<file path="config.mk">
export PLATFORM = sky130hd
export DESIGN_NAME = nfpa_ctrl
export DESIGN_NICKNAME = d
export VERILOG_FILES = /design/src/hdl/nfpa_pkg.sv /design/src/hdl/nfpa_ctrl.sv
export SDC_FILE = /design/constraint.sdc
export NUM_CORES = 1
export LEC_CHECK = 0
export ABC_AREA = 1
export BUFFER_PORTS_ARGS = -buffer_cell sky130_fd_sc_hd__buf_2
export CAP_MARGIN = 20
export CELL_PAD_IN_SITES_DETAIL_PLACEMENT = 1
export CELL_PAD_IN_SITES_GLOBAL_PLACEMENT = 1
export CORE_MARGIN = 5
export CORE_UTILIZATION = 25
export DETAILED_ROUTE_END_ITERATION = 10
export HOLD_SLACK_MARGIN = 0.06
export PLACE_DENSITY = 0.83
export SLEW_MARGIN = 15
export SYNTH_ARGS = -nofsm -noshare
export SYNTH_HDL_FRONTEND = slang
export SYNTH_SLANG_ARGS = --single-unit
</file>
<file path="constraint.sdc">
create_clock -name clk -period 1.3 [get_ports clk]
set_input_delay 0.26 -clock clk [delete_from_list [all_inputs] [get_ports clk]]
set_output_delay 0.26 -clock clk [all_outputs]
set_load 0.02 [all_outputs]
</file>
<file path="src/hdl/nfpa_pkg.sv">
// Shared types and constants for the next-fit page allocator.
`default_nettype none

package nfpa_pkg;

	localparam int HEAP_PAGES = 4096;
	localparam int PG_W       = $clog2(HEAP_PAGES);
	localparam int CNT_W      = $clog2(HEAP_PAGES + 1);
	localparam int PAGE_SHIFT = 12;
	localparam int ADDR_W     = 32;
	localparam int BASE_W     = ADDR_W - PAGE_SHIFT;
	localparam int NEED_W     = ADDR_W + 1 - PAGE_SHIFT;

	localparam logic REQ_ALLOC = 1'b0;
	localparam logic REQ_FREE  = 1'b1;

	localparam logic [1:0] ST_DONE    = 2'd0;
	localparam logic [1:0] ST_NOFIT   = 2'd1;
	localparam logic [1:0] ST_ZERO    = 2'd2;
	localparam logic [1:0] ST_IGNORED = 2'd3;

	typedef struct packed {
		logic              req_type;
		logic [ADDR_W-1:0] size_bytes;
		logic [ADDR_W-1:0] free_address;
	} req_t;

	typedef struct packed {
		logic [ADDR_W-1:0] block_address;
		logic [1:0]        status;
	} rsp_t;

	typedef struct packed {
		logic       load;
		logic       scan_init;
		logic       scan;
		logic       mark;
		logic       rl_read;
		logic       fstart;
		logic       fclr;
		logic       clr;
		logic       res_set;
		logic [1:0] res_status;
		logic       res_use_addr;
		logic       out_load;
	} cmd_t;

	typedef struct packed {
		logic is_free;
		logic size_zero;
		logic oversize;
		logic free_bad;
		logic hit;
		logic exhausted;
		logic left_one;
		logic fclr_last;
		logic rl_zero;
		logic wr_last;
		logic out_free;
	} sts_t;

endpackage

`default_nettype wire

</file>
<file path="src/hdl/nfpa_ctrl.sv">
// Sequencer for the page allocator: clearing pass, request decode, scan, mark and free.
`default_nettype none

module nfpa_ctrl (
	input  wire logic           clk,
	input  wire logic           arst_n,
	input  wire logic           req_valid,
	output logic                req_stall,
	input  wire nfpa_pkg::sts_t sts,
	output nfpa_pkg::cmd_t      cmd
);
	import nfpa_pkg::*;

	localparam logic [2:0] S_CLR  = 3'd0;
	localparam logic [2:0] S_IDLE = 3'd1;
	localparam logic [2:0] S_DEC  = 3'd2;
	localparam logic [2:0] S_SCAN = 3'd3;
	localparam logic [2:0] S_MARK = 3'd4;
	localparam logic [2:0] S_FRD  = 3'd5;
	localparam logic [2:0] S_FCLR = 3'd6;
	localparam logic [2:0] S_RESP = 3'd7;

	logic [2:0] st_q;
	logic [2:0] st_d;

	always_comb begin
		cmd       = '0;
		st_d      = st_q;
		req_stall = (st_q != S_IDLE);
		case (st_q)
			S_CLR: begin
				cmd.clr = 1'b1;
				if (sts.wr_last) begin
					st_d = S_IDLE;
				end
			end
			S_IDLE: begin
				if (req_valid) begin
					cmd.load = 1'b1;
					st_d     = S_DEC;
				end
			end
			S_DEC: begin
				if (sts.is_free) begin
					if (sts.free_bad) begin
						cmd.res_set    = 1'b1;
						cmd.res_status = ST_IGNORED;
						st_d           = S_RESP;
					end else begin
						cmd.rl_read = 1'b1;
						st_d        = S_FRD;
					end
				end else if (sts.size_zero) begin
					cmd.res_set    = 1'b1;
					cmd.res_status = ST_ZERO;
					st_d           = S_RESP;
				end else if (sts.oversize) begin
					cmd.res_set    = 1'b1;
					cmd.res_status = ST_NOFIT;
					st_d           = S_RESP;
				end else begin
					cmd.scan_init = 1'b1;
					st_d          = S_SCAN;
				end
			end
			S_SCAN: begin
				cmd.scan = 1'b1;
				if (sts.hit) begin
					st_d = S_MARK;
				end else if (sts.exhausted) begin
					cmd.res_set    = 1'b1;
					cmd.res_status = ST_NOFIT;
					st_d           = S_RESP;
				end
			end
			S_MARK: begin
				cmd.mark = 1'b1;
				if (sts.left_one) begin
					cmd.res_set      = 1'b1;
					cmd.res_status   = ST_DONE;
					cmd.res_use_addr = 1'b1;
					st_d             = S_RESP;
				end
			end
			S_FRD: begin
				cmd.fstart = 1'b1;
				if (sts.rl_zero) begin
					cmd.res_set    = 1'b1;
					cmd.res_status = ST_IGNORED;
					st_d           = S_RESP;
				end else begin
					st_d = S_FCLR;
				end
			end
			S_FCLR: begin
				cmd.fclr = 1'b1;
				if (sts.fclr_last) begin
					cmd.res_set    = 1'b1;
					cmd.res_status = ST_DONE;
					st_d           = S_RESP;
				end
			end
			S_RESP: begin
				if (sts.out_free) begin
					cmd.out_load = 1'b1;
					st_d         = S_IDLE;
				end
			end
			default: begin
				st_d = S_CLR;
			end
		endcase
	end

	always_ff @(posedge clk or negedge arst_n) begin
		if (!arst_n) begin
			st_q <= S_CLR;
		end else begin
			st_q <= st_d;
		end
	end

	// a finished request must reach the result stage before the next word is taken
	a_resp_from_work: assert property (@(posedge clk) disable iff (!arst_n)
		cmd.res_set |=> st_q == S_RESP)
		else $error("result not handed to response stage");

	a_mark_needs_hit: assert property (@(posedge clk) disable iff (!arst_n)
		(st_q == S_SCAN && sts.hit) |=> st_q == S_MARK)
		else $error("run found but marking did not start");

	a_clr_only_after_reset: assert property (@(posedge clk) disable iff (!arst_n)
		st_q != S_CLR |=> st_q != S_CLR)
		else $error("clearing pass re-entered");

endmodule

`default_nettype wire

</file>
==> results of run 1 <==
-- metal layers --
| metal | share of wire (%) | vias to the layer above |
|---|---|---|
| li1 | - | 372 |
| met1 | 40 | 389 |
| met2 | 54 | 24 |
| met3 | 3.4 | 4 |
| met4 | 1.9 | 0 |
| met5 | 0 | - |
-- layout by cell type, fill, tap and decap left out, types with 2 or more instances in the layout --
master | netlist | routed
buf_2 | 0 | 16
buf_6 | 3 | 15
o21ai_2 | 0 | 2
nor2_2 | 4 | 5
nand3_2 | 0 | 4
nand4_1 | 2 | 2
nand2_1 | 22 | 15
inv_1 | 14 | 11
nor2_1 | 12 | 5
nand2_2 | 2 | 5
nand2_4 | 1 | 5
buf_4 | 0 | 26
nor2_4 | 1 | 7
nand3_1 | 8 | 4
clkbuf_4 | 0 | 3
dfrtp_2 | 0 | 3
inv_2 | 2 | 5
-- timing repair --
| action | CTS | global route |
|---|---|---|
| hold buffers | 1 | 0 |
| cloned | 0 | 0 |
| hold endpoints to repair | 3 | 0 |
| pin swaps | 7 | 15 |
| resized for setup | 40 | 19 |
| endpoints found under the setup margin | 17 | 17 |
| buffers inserted | 12 | 5 |
-- worst max path at each step --
stage	startpoint	cells after the start	end	slack [ps]
final	st_q[0]	9	cmd[4]	-380
after global routing	st_q[0]	9	cmd[4]	-440
after CTS	st_q[0]	9	cmd[4]	-360
after detailed placement	st_q[1]	8	cmd[4]	-260
after global placement	st_q[0]	9	cmd[4]	-180
after floorplan	st_q[0]	7	cmd[4]	-70
-- area by class of cell --
cell class,instances,area [um2],share of cell area [%]
Antenna cell,1,2.502,0.2350
Sequential cell,3,78.83,7.403
Clock buffer,4,26.28,2.468
Multi-Input combinational cell,61,411.6,38.66
Inverter,16,60.06,5.640
Timing Repair Buffer,58,454.2,42.66
Tap cell,25,31.28,2.938
-- power groups by stage --
stage,Sequential (mW),Combinational [mW],Clock [mW]
after floorplan,0.167,0.991,0
after global placement,0.249,1.44,0
after detailed placement,0.256,1.49,0
after CTS,0.246,2.01,0.162
after global routing,0.269,2.40,0.173
final,0.264,2.23,0.164
-- cells by family after synthesis --
kind of cell / after synthesis / share of synthesized area [%]
simple gates: 56 / 57.57
buf+inv: 19 / 20.27
compound gates: 5 / 5.945
flops: 3 / 16.22
-- per-stage QoR --
step | total power [mW] | setup TNS, ps
6_report | 2.662 | -4419
5_1_grt | 2.839 | -5492
4_1_cts | 2.417 | -4176
3_5_place_dp | 1.746 | -1457
3_3_place_gp | 1.685 | -857.6
2_1_floorplan | 1.158 | -161.0
==> results.yml, run 1 <==
clocking:
  cts_tree: "yes"
  clock_path_buffers: 2
  cts_root_buf: "clkbuf_4"
  cts_sinks: 3
  path_clk_slew_ps: 40
  clk_latency_ps: 230
  htreeDepth: 1
  cts_made_buffers: 3
yosys:
  post-synth-top-count-cell: "nand2_1"
  async_flop_share_pct: 100.0
  synth.cell_area_um2: 462.9
  syn_area_per_cell_um2: 5.578
  synth_nets: 97
  seq_area_frac_synth_pct: 16.22
  netlist.area_leader.share_pct: 17.84
  synth_flop_cell: "dfrtp_1"
  synth_edf_count: 0
  yosysWarnings: 0
  synthDominantAreaCellType: "nand2_1"
  synth_seq_cells: 3
  synthTopCellsByArea: "nand2_1, dfrtp_1, inv_1, nor2_1, nand3_1"
  synth_common_cells: "nand2_1, inv_1, nor2_1, nand3_1, nor2_2"
  synth_cell_types: 19
  synth_cells: 83
finish:
  drive_gt1_share_pct: 69.01
  syn2layout_area_growth_pct: 130.0
  final_core_util_pct: 61.00
  final_nets: 157
  reg_top3: "st_q (3)"
  fill_cells: 232
  instances_no_fill: 168
  post-route-cell-area_mm2: 0.001065
  largest_register_ffs: 3
  top_register: "st_q"
power_and_ir_drop:
  intPower_mw: 1.371
  leakage_nw: 0.6066
  power_switching_mw: 1.290
  power_frac_seq_pct: 9.9
  switching_share_pct: 48.48
  clockPowerShare_pct: 6.2
  combPwrFrac_pct: 83.9
  peakVddDrop_mv: 1.117
  p_per_area_mw_per_mm2: 2500
critical_path:
  cp-start-kind: "register"
  rr_worst_depth: 10
  r2r-start: "st_q[0]"
  cp_top_family: "simple AND/OR/NAND/NOR gates"
  crit_path_top_delay_cell: "dfrtp_2"
  arrival_ps: 1420
  cp-end-kind: "primary output"
  crit_chain: "inv_2 -> nor2_4 -> nand2_4 -> nor2_4 -> inv_2 -> nand2_2 -> inv_2 -> nand3b_1 -> buf_6"
  reg2reg_slack_ps: -150
  crit_top_cell: "inv_2"
  reg2reg_to: "st_q[1]"
  cp_slowest_stage_delay_ps: 440
  cp_num_buf_inv: 4
  required_ps: 1040
  path_max_fanout: 6
  critical_path_class: "register to primary output"
global_routing:
  grt_max_degree: 7
  met3_usage_pct: 2.254
  grt_busiest_layer: "met2"
  gr-usage-met2_pct: 37.81
  grt_pass1_vias: 883
  met1_usage_pct: 22.69
  gr-total-overflow: 0
  grt_pass1_wl_mm: 4.146
  grt.total_usage_pct: 19.93
  antenna_found_initial: 0
timing:
  finClkSkew_ps: 0.3256
  hold_viol: 0
  drv_slew: 0
  period_share_pct: 129.4
  rsz0062_at_grt: "true"
  setup_violations: 17
  slew_headroom_pct: 83.59
  fmax_mhz: 594.3
  worst_slew_pin_slew_ps: 245.4
  whs_ps: 386.6
  period_needed_ps: 1683
  worst_slack_ps: -382.6
floorplan:
  rows: 15
  design.portCount: 28
  dieHeight_um: 53.03
  die-area_mm2: 0.002812
  die_w_um: 53.03
  core_region_area_mm2: 0.001745
  start_util_pct: 26.52
route:
  via_count: 789
  via_per_inst: 4.696
  avgRoutedWirePerCell_um: 15.23
  first_iter_violations: 2
  wl_mm: 2.558
  drc: 0
  antenna_left: 0
  first_pass_iters: 2
worst_hold_path:
  hp-class: "input pin to async pin"
place:
  gp_congestion: 0.7808
  place_area_um2: 763.2
  dpl_worst_slack_ps: -256.1
  dp_hpwl_mm: 1.551
  port_buffers: 27
  place_inst: 151
outcome:
  violations: "negative setup slack"
  outcome: "finished, violations left"
job:
  maxCapViolations: 0
Power figures use the tool's default switching activity.
==> run 2, diff against run 1 <==
==> config.mk (replaced) <==
export PLATFORM = sky130hd
export DESIGN_NAME = nfpa_ctrl
export DESIGN_NICKNAME = d
export VERILOG_FILES = /design/src/hdl/nfpa_pkg.sv /design/src/hdl/nfpa_ctrl.sv
export SDC_FILE = /design/constraint.sdc
export NUM_CORES = 1
export LEC_CHECK = 0
export BUFFER_PORTS_ARGS = -buffer_cell sky130_fd_sc_hd__buf_2
export CAP_MARGIN = 20
export CELL_PAD_IN_SITES_DETAIL_PLACEMENT = 1
export CELL_PAD_IN_SITES_GLOBAL_PLACEMENT = 1
export CORE_MARGIN = 5
export CORE_UTILIZATION = 27
export DETAILED_ROUTE_END_ITERATION = 10
export HOLD_SLACK_MARGIN = 0.06
export PLACE_DENSITY = 0.84
export SYNTH_ARGS = -nofsm -noshare
export SYNTH_HDL_FRONTEND = slang
export SYNTH_SLANG_ARGS = --single-unit
==> run 2 against run 1 <==
  * The flow still finishes with violations (negative setup slack)
  * Critical path depth shrank 4
  * Clock skew grew 7.6 ps
  * Non-clock buffer count shrank 5
  * Core utilization grew 0.93 points
  * Count of clock-buffer cells in the layout is the same
  * Sequential share of layout area grew 0.85 points
  * Area after synthesis shrank 3.5%
  * Sequential cell count is the same
  * Highest routed layer is now met3
  * Power shrank 14%
  * Sequential power shrank 3%
  * Largest power group unchanged
==> results.yml, run 2 <==
finish:
  fill_cells: 184
  top_register: "st_q"
  instances_no_fill: 126
  multi_input_area_um2: 400.4
  final_nets: 125
  syn2layout_area_growth_pct: 113.7
  largest_register_ffs: 3
  drive_gt1_share_pct: 74.55
  final_common_cell: "buf_4"
  reg_top3: "st_q (3)"
  area.sequential_um2: 78.83
  n_antenna_cell: 0
  final_cell_mix: "buf_4, buf_2, buf_6"
route:
  first_pass_iters: 2
  antenna_left: 0
  via_count: 635
  avgRoutedWirePerCell_um: 17.08
  wl_mm: 2.152
  via_per_inst: 5.040
  first_iter_violations: 2
  drc: 0
yosys:
  synth_edf_count: 0
  async_flop_share_pct: 100.0
  post-synth-top-count-cell: "nor2_1"
  syn_area_per_cell_um2: 7.836
  synthTopCellsByArea: "dfrtp_1, mux2_4, a2bb2oi_4, nor2_1, o211ai_4"
  synth_cells: 57
  synth_seq_cells: 3
  synth_nets: 71
  synth.cell_area_um2: 446.7
  yosysWarnings: 0
  seq_area_frac_synth_pct: 16.81
  synth_flop_cell: "dfrtp_1"
  synthDominantAreaCellType: "dfrtp_1"
  synth_cell_types: 28
  netlist.area_leader.share_pct: 16.81
  synth_common_cells: "nor2_1, nand3_1"
global_routing:
  grt_max_degree: 8
  antenna_found_initial: 0
  grt_pass1_wl_mm: 3.443
  gr-total-overflow: 0
  grt.total_usage_pct: 17.91
  grt_pass1_vias: 743
place:
  port_buffers: 27
  dp_hpwl_mm: 1.466
  place_inst: 109
  gp_congestion: 0.7711
critical_path:
  cp-start-kind: "register"
  crit_top_cell: "buf_6"
  arrival_ps: 1420
  required_ps: 1040
  critical_path_class: "register to primary output"
  crit_path_top_delay_cell: "dfrtp_2"
  crit_chain: "buf_6 -> nand4_1 -> buf_4 -> o21ai_2 -> buf_6"
  cp-end-kind: "primary output"
  cp_slowest_stage_delay_ps: 430
  path_max_fanout: 6
power_and_ir_drop:
  leakage_nw: 0.4520
  p_per_area_mw_per_mm2: 2387
  intPower_mw: 1.243
  finalPower_mw: 2.279
  peakVddDrop_mv: 0.9617
  power_frac_seq_pct: 11.2
  power_switching_mw: 1.036
  switching_share_pct: 45.47
  clockPowerShare_pct: 8.0
  combPwrFrac_pct: 80.8
timing:
  worst_slack_ps: -378.0
  slew_headroom_pct: 78.00
  drv_slew: 0
  period_share_pct: 129.1
  rsz0062_at_grt: "true"
  period_needed_ps: 1678
  worst_slew_pin_slew_ps: 327.6
  hold_viol: 0
  fmax_mhz: 596.0
  finClkSkew_ps: 7.879
  setup_violations: 17
clocking:
  clk_latency_ps: 250
  cts_tree: "yes"
  path_clk_slew_ps: 50
  cts_made_buffers: 3
  cts_root_buf: "clkbuf_4"
  htreeDepth: 1
  cts_sinks: 3
  clock_path_buffers: 2
floorplan:
  design.portCount: 28
  start_util_pct: 28.98
  die_w_um: 50.68
  die-area_mm2: 0.002568
  rows: 14
  core_region_area_mm2: 0.001541
  dieHeight_um: 50.68
worst_hold_path:
  hp-class: "input pin to async pin"
outcome:
  violations: "negative setup slack"
  outcome: "finished, violations left"
job:
  maxCapViolations: 0
-- run 2: cell types whose count changed in the layout (fill, tap and decap cells not counted), moves of 4 or more --
cell,previous run,this run
inv_2,5,0
nand2_4,5,0
nor2_2,5,1
nand2_1,15,3
nand2_2,5,0
inv_1,11,2
nor2_4,7,2
-- run 2: layout make-up --
class | count | area share [%]
Clock buffer | 4 | 2.752
Inverter | 4 | 2.228
Multi-Input combinational cell | 46 | 41.94
Sequential cell | 3 | 8.257
Tap cell | 16 | 2.097
Timing Repair Buffer | 53 | 42.73
-- run 2: what timing repair did --
action,CTS,global route
setup endpoints to repair,17,17
hold buffers,1,0
pin swaps,3,5
hold endpoints to repair,3,0
setup buffers,9,3
resized for setup,28,11
-- run 2: power by group through the flow --
stage,Combinational [mW],Sequential (mW),Clock [mW]
6_report,1.84,0.255,0.183
5_1_grt,1.98,0.258,0.201
4_1_cts,1.70,0.249,0.178
3_5_place_dp,1.33,0.246,0
3_3_place_gp,1.28,0.236,0
2_1_floorplan,1.01,0.164,0
-- run 2: path summary, 6_finish.rpt --
path	from	endpoint	slack, ps	cells after the start
min	arst_n	st_q[1]	340	2
max reg2reg	st_q[1]	st_q[1]	-320	5
max	st_q[1]	cmd[3]	-380	5
min reg2reg	st_q[0]	st_q[0]	750	2
max in group asynchronous	arst_n	st_q[0]	830	2
min in group clk	sts[2]	st_q[0]	440	4
-- run 2: cells by family after synthesis --
kind of cell / Yosys count / share of synthesized area [%]
multiplexers: 5 / 14.57
AND/OR/NAND/NOR: 28 / 33.89
flip-flops: 3 / 16.81
AO/OA/AOI/OAI: 13 / 24.37
buffers and inverters: 8 / 10.36
-- run 2: metal layers --
| layer | vias up | global-route usage [%] | routed length, um |
|---|---|---|---|
| met5 | - | 0 | 0 |
| met4 | 0 | 7.660 | 0 |
| met3 | 0 | 3.254 | 104 |
| met2 | 27 | 34.50 | 1240 |
| met1 | 301 | 18.25 | 808 |
| li1 | 307 | - | - |
-- run 2: metrics by stage --
step                hold slack, ps  TNS, ps  setup slack (ps)  util, %  instance area (um2)
finish                       339.6    -4873            -378.0    61.93                954.7
detailed placement           59.51    -2295            -255.6    45.29                698.2
global placement             57.66    -1492            -195.7    45.29                698.2
global route                 338.3    -5911            -482.9    61.93                954.7
CTS                          351.1    -4522            -348.0    57.79                890.9
floorplan                   -35.59   -855.3            -156.2        -                483.0
-- run 2: critical path: cells and delay by family, from the launching register on --
kind                   cells  cell delay, ps
AOI/OAI and AO/OA          1             120
buffers and inverters      3             460
and+or+nand+nor            1             150
DFF                        1             430
==> run 3, diff against run 2 <==
--- a/config.mk
+++ b/config.mk
@@ -14,6 +14,7 @@
 export DETAILED_ROUTE_END_ITERATION = 10
 export HOLD_SLACK_MARGIN = 0.06
 export PLACE_DENSITY = 0.84
+export SKIP_LAST_GASP = 1
 export SYNTH_ARGS = -nofsm -noshare
 export SYNTH_HDL_FRONTEND = slang
 export SYNTH_SLANG_ARGS = --single-unit
==> run 3 against run 2 <==
  * Worst setup slack stayed put
  * First-iteration DRC count stayed put
  * Critical path type unchanged
  * Power stayed put
  * Sequential cell count stayed put
  * Global-route usage stayed put
  * Clock power hardly changed
  * The flow still finishes with violations (negative setup slack)
  * Register-to-register slack hardly changed
  * Die area stayed put
  * Core utilization stayed put
  * Count of clock-buffer cells in the layout stayed put
  * Clock skew stayed put
  * Maximum frequency stayed put
==> results.yml, run 3 (synthesized netlist as in run 2, its figures left out) <==
outcome:
  outcome: "finished, violations left"
  violations: "negative setup slack"
critical_path:
  required_ps: 1040
  critical_path_class: "register to primary output"
  crit_path_top_delay_cell: "dfrtp_2"
  reg2reg_to: "st_q[1]"
  r2r-start: "st_q[1]"
  arrival_ps: 1420
  reg2reg_slack_ps: -320
  rr_worst_depth: 5
  path_max_fanout: 6
  crit_top_cell: "buf_6"
  cp-start-kind: "register"
  cp_slowest_stage_delay_ps: 430
  cp-end-kind: "primary output"
  crit_chain: "buf_6 -> nand4_1 -> buf_4 -> o21ai_2 -> buf_6"
finish:
  largest_register_ffs: 3
  syn2layout_area_growth_pct: 113.7
  final_cell_mix: "buf_4, buf_2, buf_6"
  final_common_cell: "buf_4"
  drive_gt1_share_pct: 74.55
  n_antenna_cell: 0
  top_register: "st_q"
  final_core_util_pct: 61.93
  final_nets: 125
  reg_top3: "st_q (3)"
clocking:
  path_clk_slew_ps: 50
  cts_tree: "yes"
  cts_root_buf: "clkbuf_4"
  cts_sinks: 3
  cts_made_buffers: 3
  htreeDepth: 1
  clock_path_buffers: 2
  clk_latency_ps: 250
global_routing:
  grt.total_usage_pct: 17.91
  gr-total-overflow: 0
  grt_pass1_vias: 743
  grt_pass1_wl_mm: 3.443
  grt_max_degree: 8
  antenna_found_initial: 0
timing:
  drv_slew: 0
  slew_headroom_pct: 78.00
  fmax_mhz: 596.0
  rsz0062_at_grt: "true"
  worst_slack_ps: -378.0
  period_share_pct: 129.1
  finClkSkew_ps: 7.879
  hold_viol: 0
  whs_ps: 339.6
  worst_slew_pin_slew_ps: 327.6
  period_needed_ps: 1678
  setup_violations: 17
power_and_ir_drop:
  peakVddDrop_mv: 0.9617
  combPwrFrac_pct: 80.8
  power_frac_seq_pct: 11.2
  p_per_area_mw_per_mm2: 2387
  switching_share_pct: 45.47
  finalPower_mw: 2.279
  power_switching_mw: 1.036
  leakage_nw: 0.4520
  clockPowerShare_pct: 8.0
  intPower_mw: 1.243
job:
  maxCapViolations: 0
floorplan:
  die-area_mm2: 0.002568
  dieHeight_um: 50.68
  design.portCount: 28
  start_util_pct: 28.98
  rows: 14
  die_w_um: 50.68
  core_region_area_mm2: 0.001541
route:
  via_per_inst: 5.040
  topRoutingLayerUsed: "met3"
  avgRoutedWirePerCell_um: 17.08
  dr_wl_met3_um: 104
  wl_met1_um: 808
  first_iter_violations: 2
  wl_met2_mm: 1.240
  via_count: 635
  drc: 0
  antenna_left: 0
  first_pass_iters: 2
  wl_mm: 2.152
worst_hold_path:
  hp-class: "input pin to async pin"
place:
  gp_congestion: 0.7711
  port_buffers: 27
  dp_hpwl_mm: 1.466
  dpl_worst_slack_ps: -255.6
==> run 3: cell counts in the layout (fill, tap and decap cells not counted) <==
No cell type changed its count.
==> run 3: stage by stage <==
| stage | instance area [um2] | setup TNS (ps) | cells |
|---|---|---|---|
| floorplan | 483.0 | -855.3 | 57 |
| global placement | 698.2 | -1492 | 109 |
| detailed placement | 698.2 | -2295 | 109 |
| CTS | 890.9 | -4522 | 123 |
| global route | 954.7 | -5911 | 126 |
| finish | 954.7 | -4873 | 126 |
==> run 3: how the worst max path moves through the flow <==
stage / start / endpoint / slack, ps / depth (start not counted)
finish: st_q[1] / cmd[3] / -380 / 5
global route: st_q[2] / cmd[4] / -480 / 5
floorplan: st_q[0] / cmd[4] / -160 / 4
global placement: st_q[1] / cmd[4] / -200 / 4
detailed placement: st_q[0] / st_q[1] / -260 / 4
CTS: st_q[1] / cmd[4] / -350 / 5
==> run 3: critical path: cells and delay by family (launching register included) <==
family,cells,cell delay (ps)
buffers and inverters,3,460
flip-flops,1,430
AND/OR/NAND/NOR,1,150
AO/OA/AOI/OAI,1,120
==> run 3: metal layers <==
metal / track usage [%] / vias to the layer above
met3: 3.254 / 0
met2: 34.50 / 27
met5: 0 / -
met4: 7.660 / 0
met1: 18.25 / 301
li1: - / 307
==> run 3: repair_timing <==
action	CTS	global route
gates cloned	0	0
resized for setup	28	11
hold endpoints to repair	3	0
endpoints found under the setup margin	17	17
setup buffers	9	3
hold buffers	1	0
pin swaps	3	5
==> run 3: cell type report <==
type	count	area, um2
Fill cell	184	586.8
Multi-Input combinational cell	46	400.4
Timing Repair Buffer	53	407.9
Inverter	4	21.27
Clock buffer	4	26.28
Sequential cell	3	78.83
Tap cell	16	20.02
==> run 3: power groups by stage <==
stage / Sequential [mW] / Clock [mW] / Combinational [mW]
after global routing: 0.258 / 0.201 / 1.98
after CTS: 0.249 / 0.178 / 1.70
after detailed placement: 0.246 / 0 / 1.33
after global placement: 0.236 / 0 / 1.28
final: 0.255 / 0.183 / 1.84
after floorplan: 0.164 / 0 / 1.01
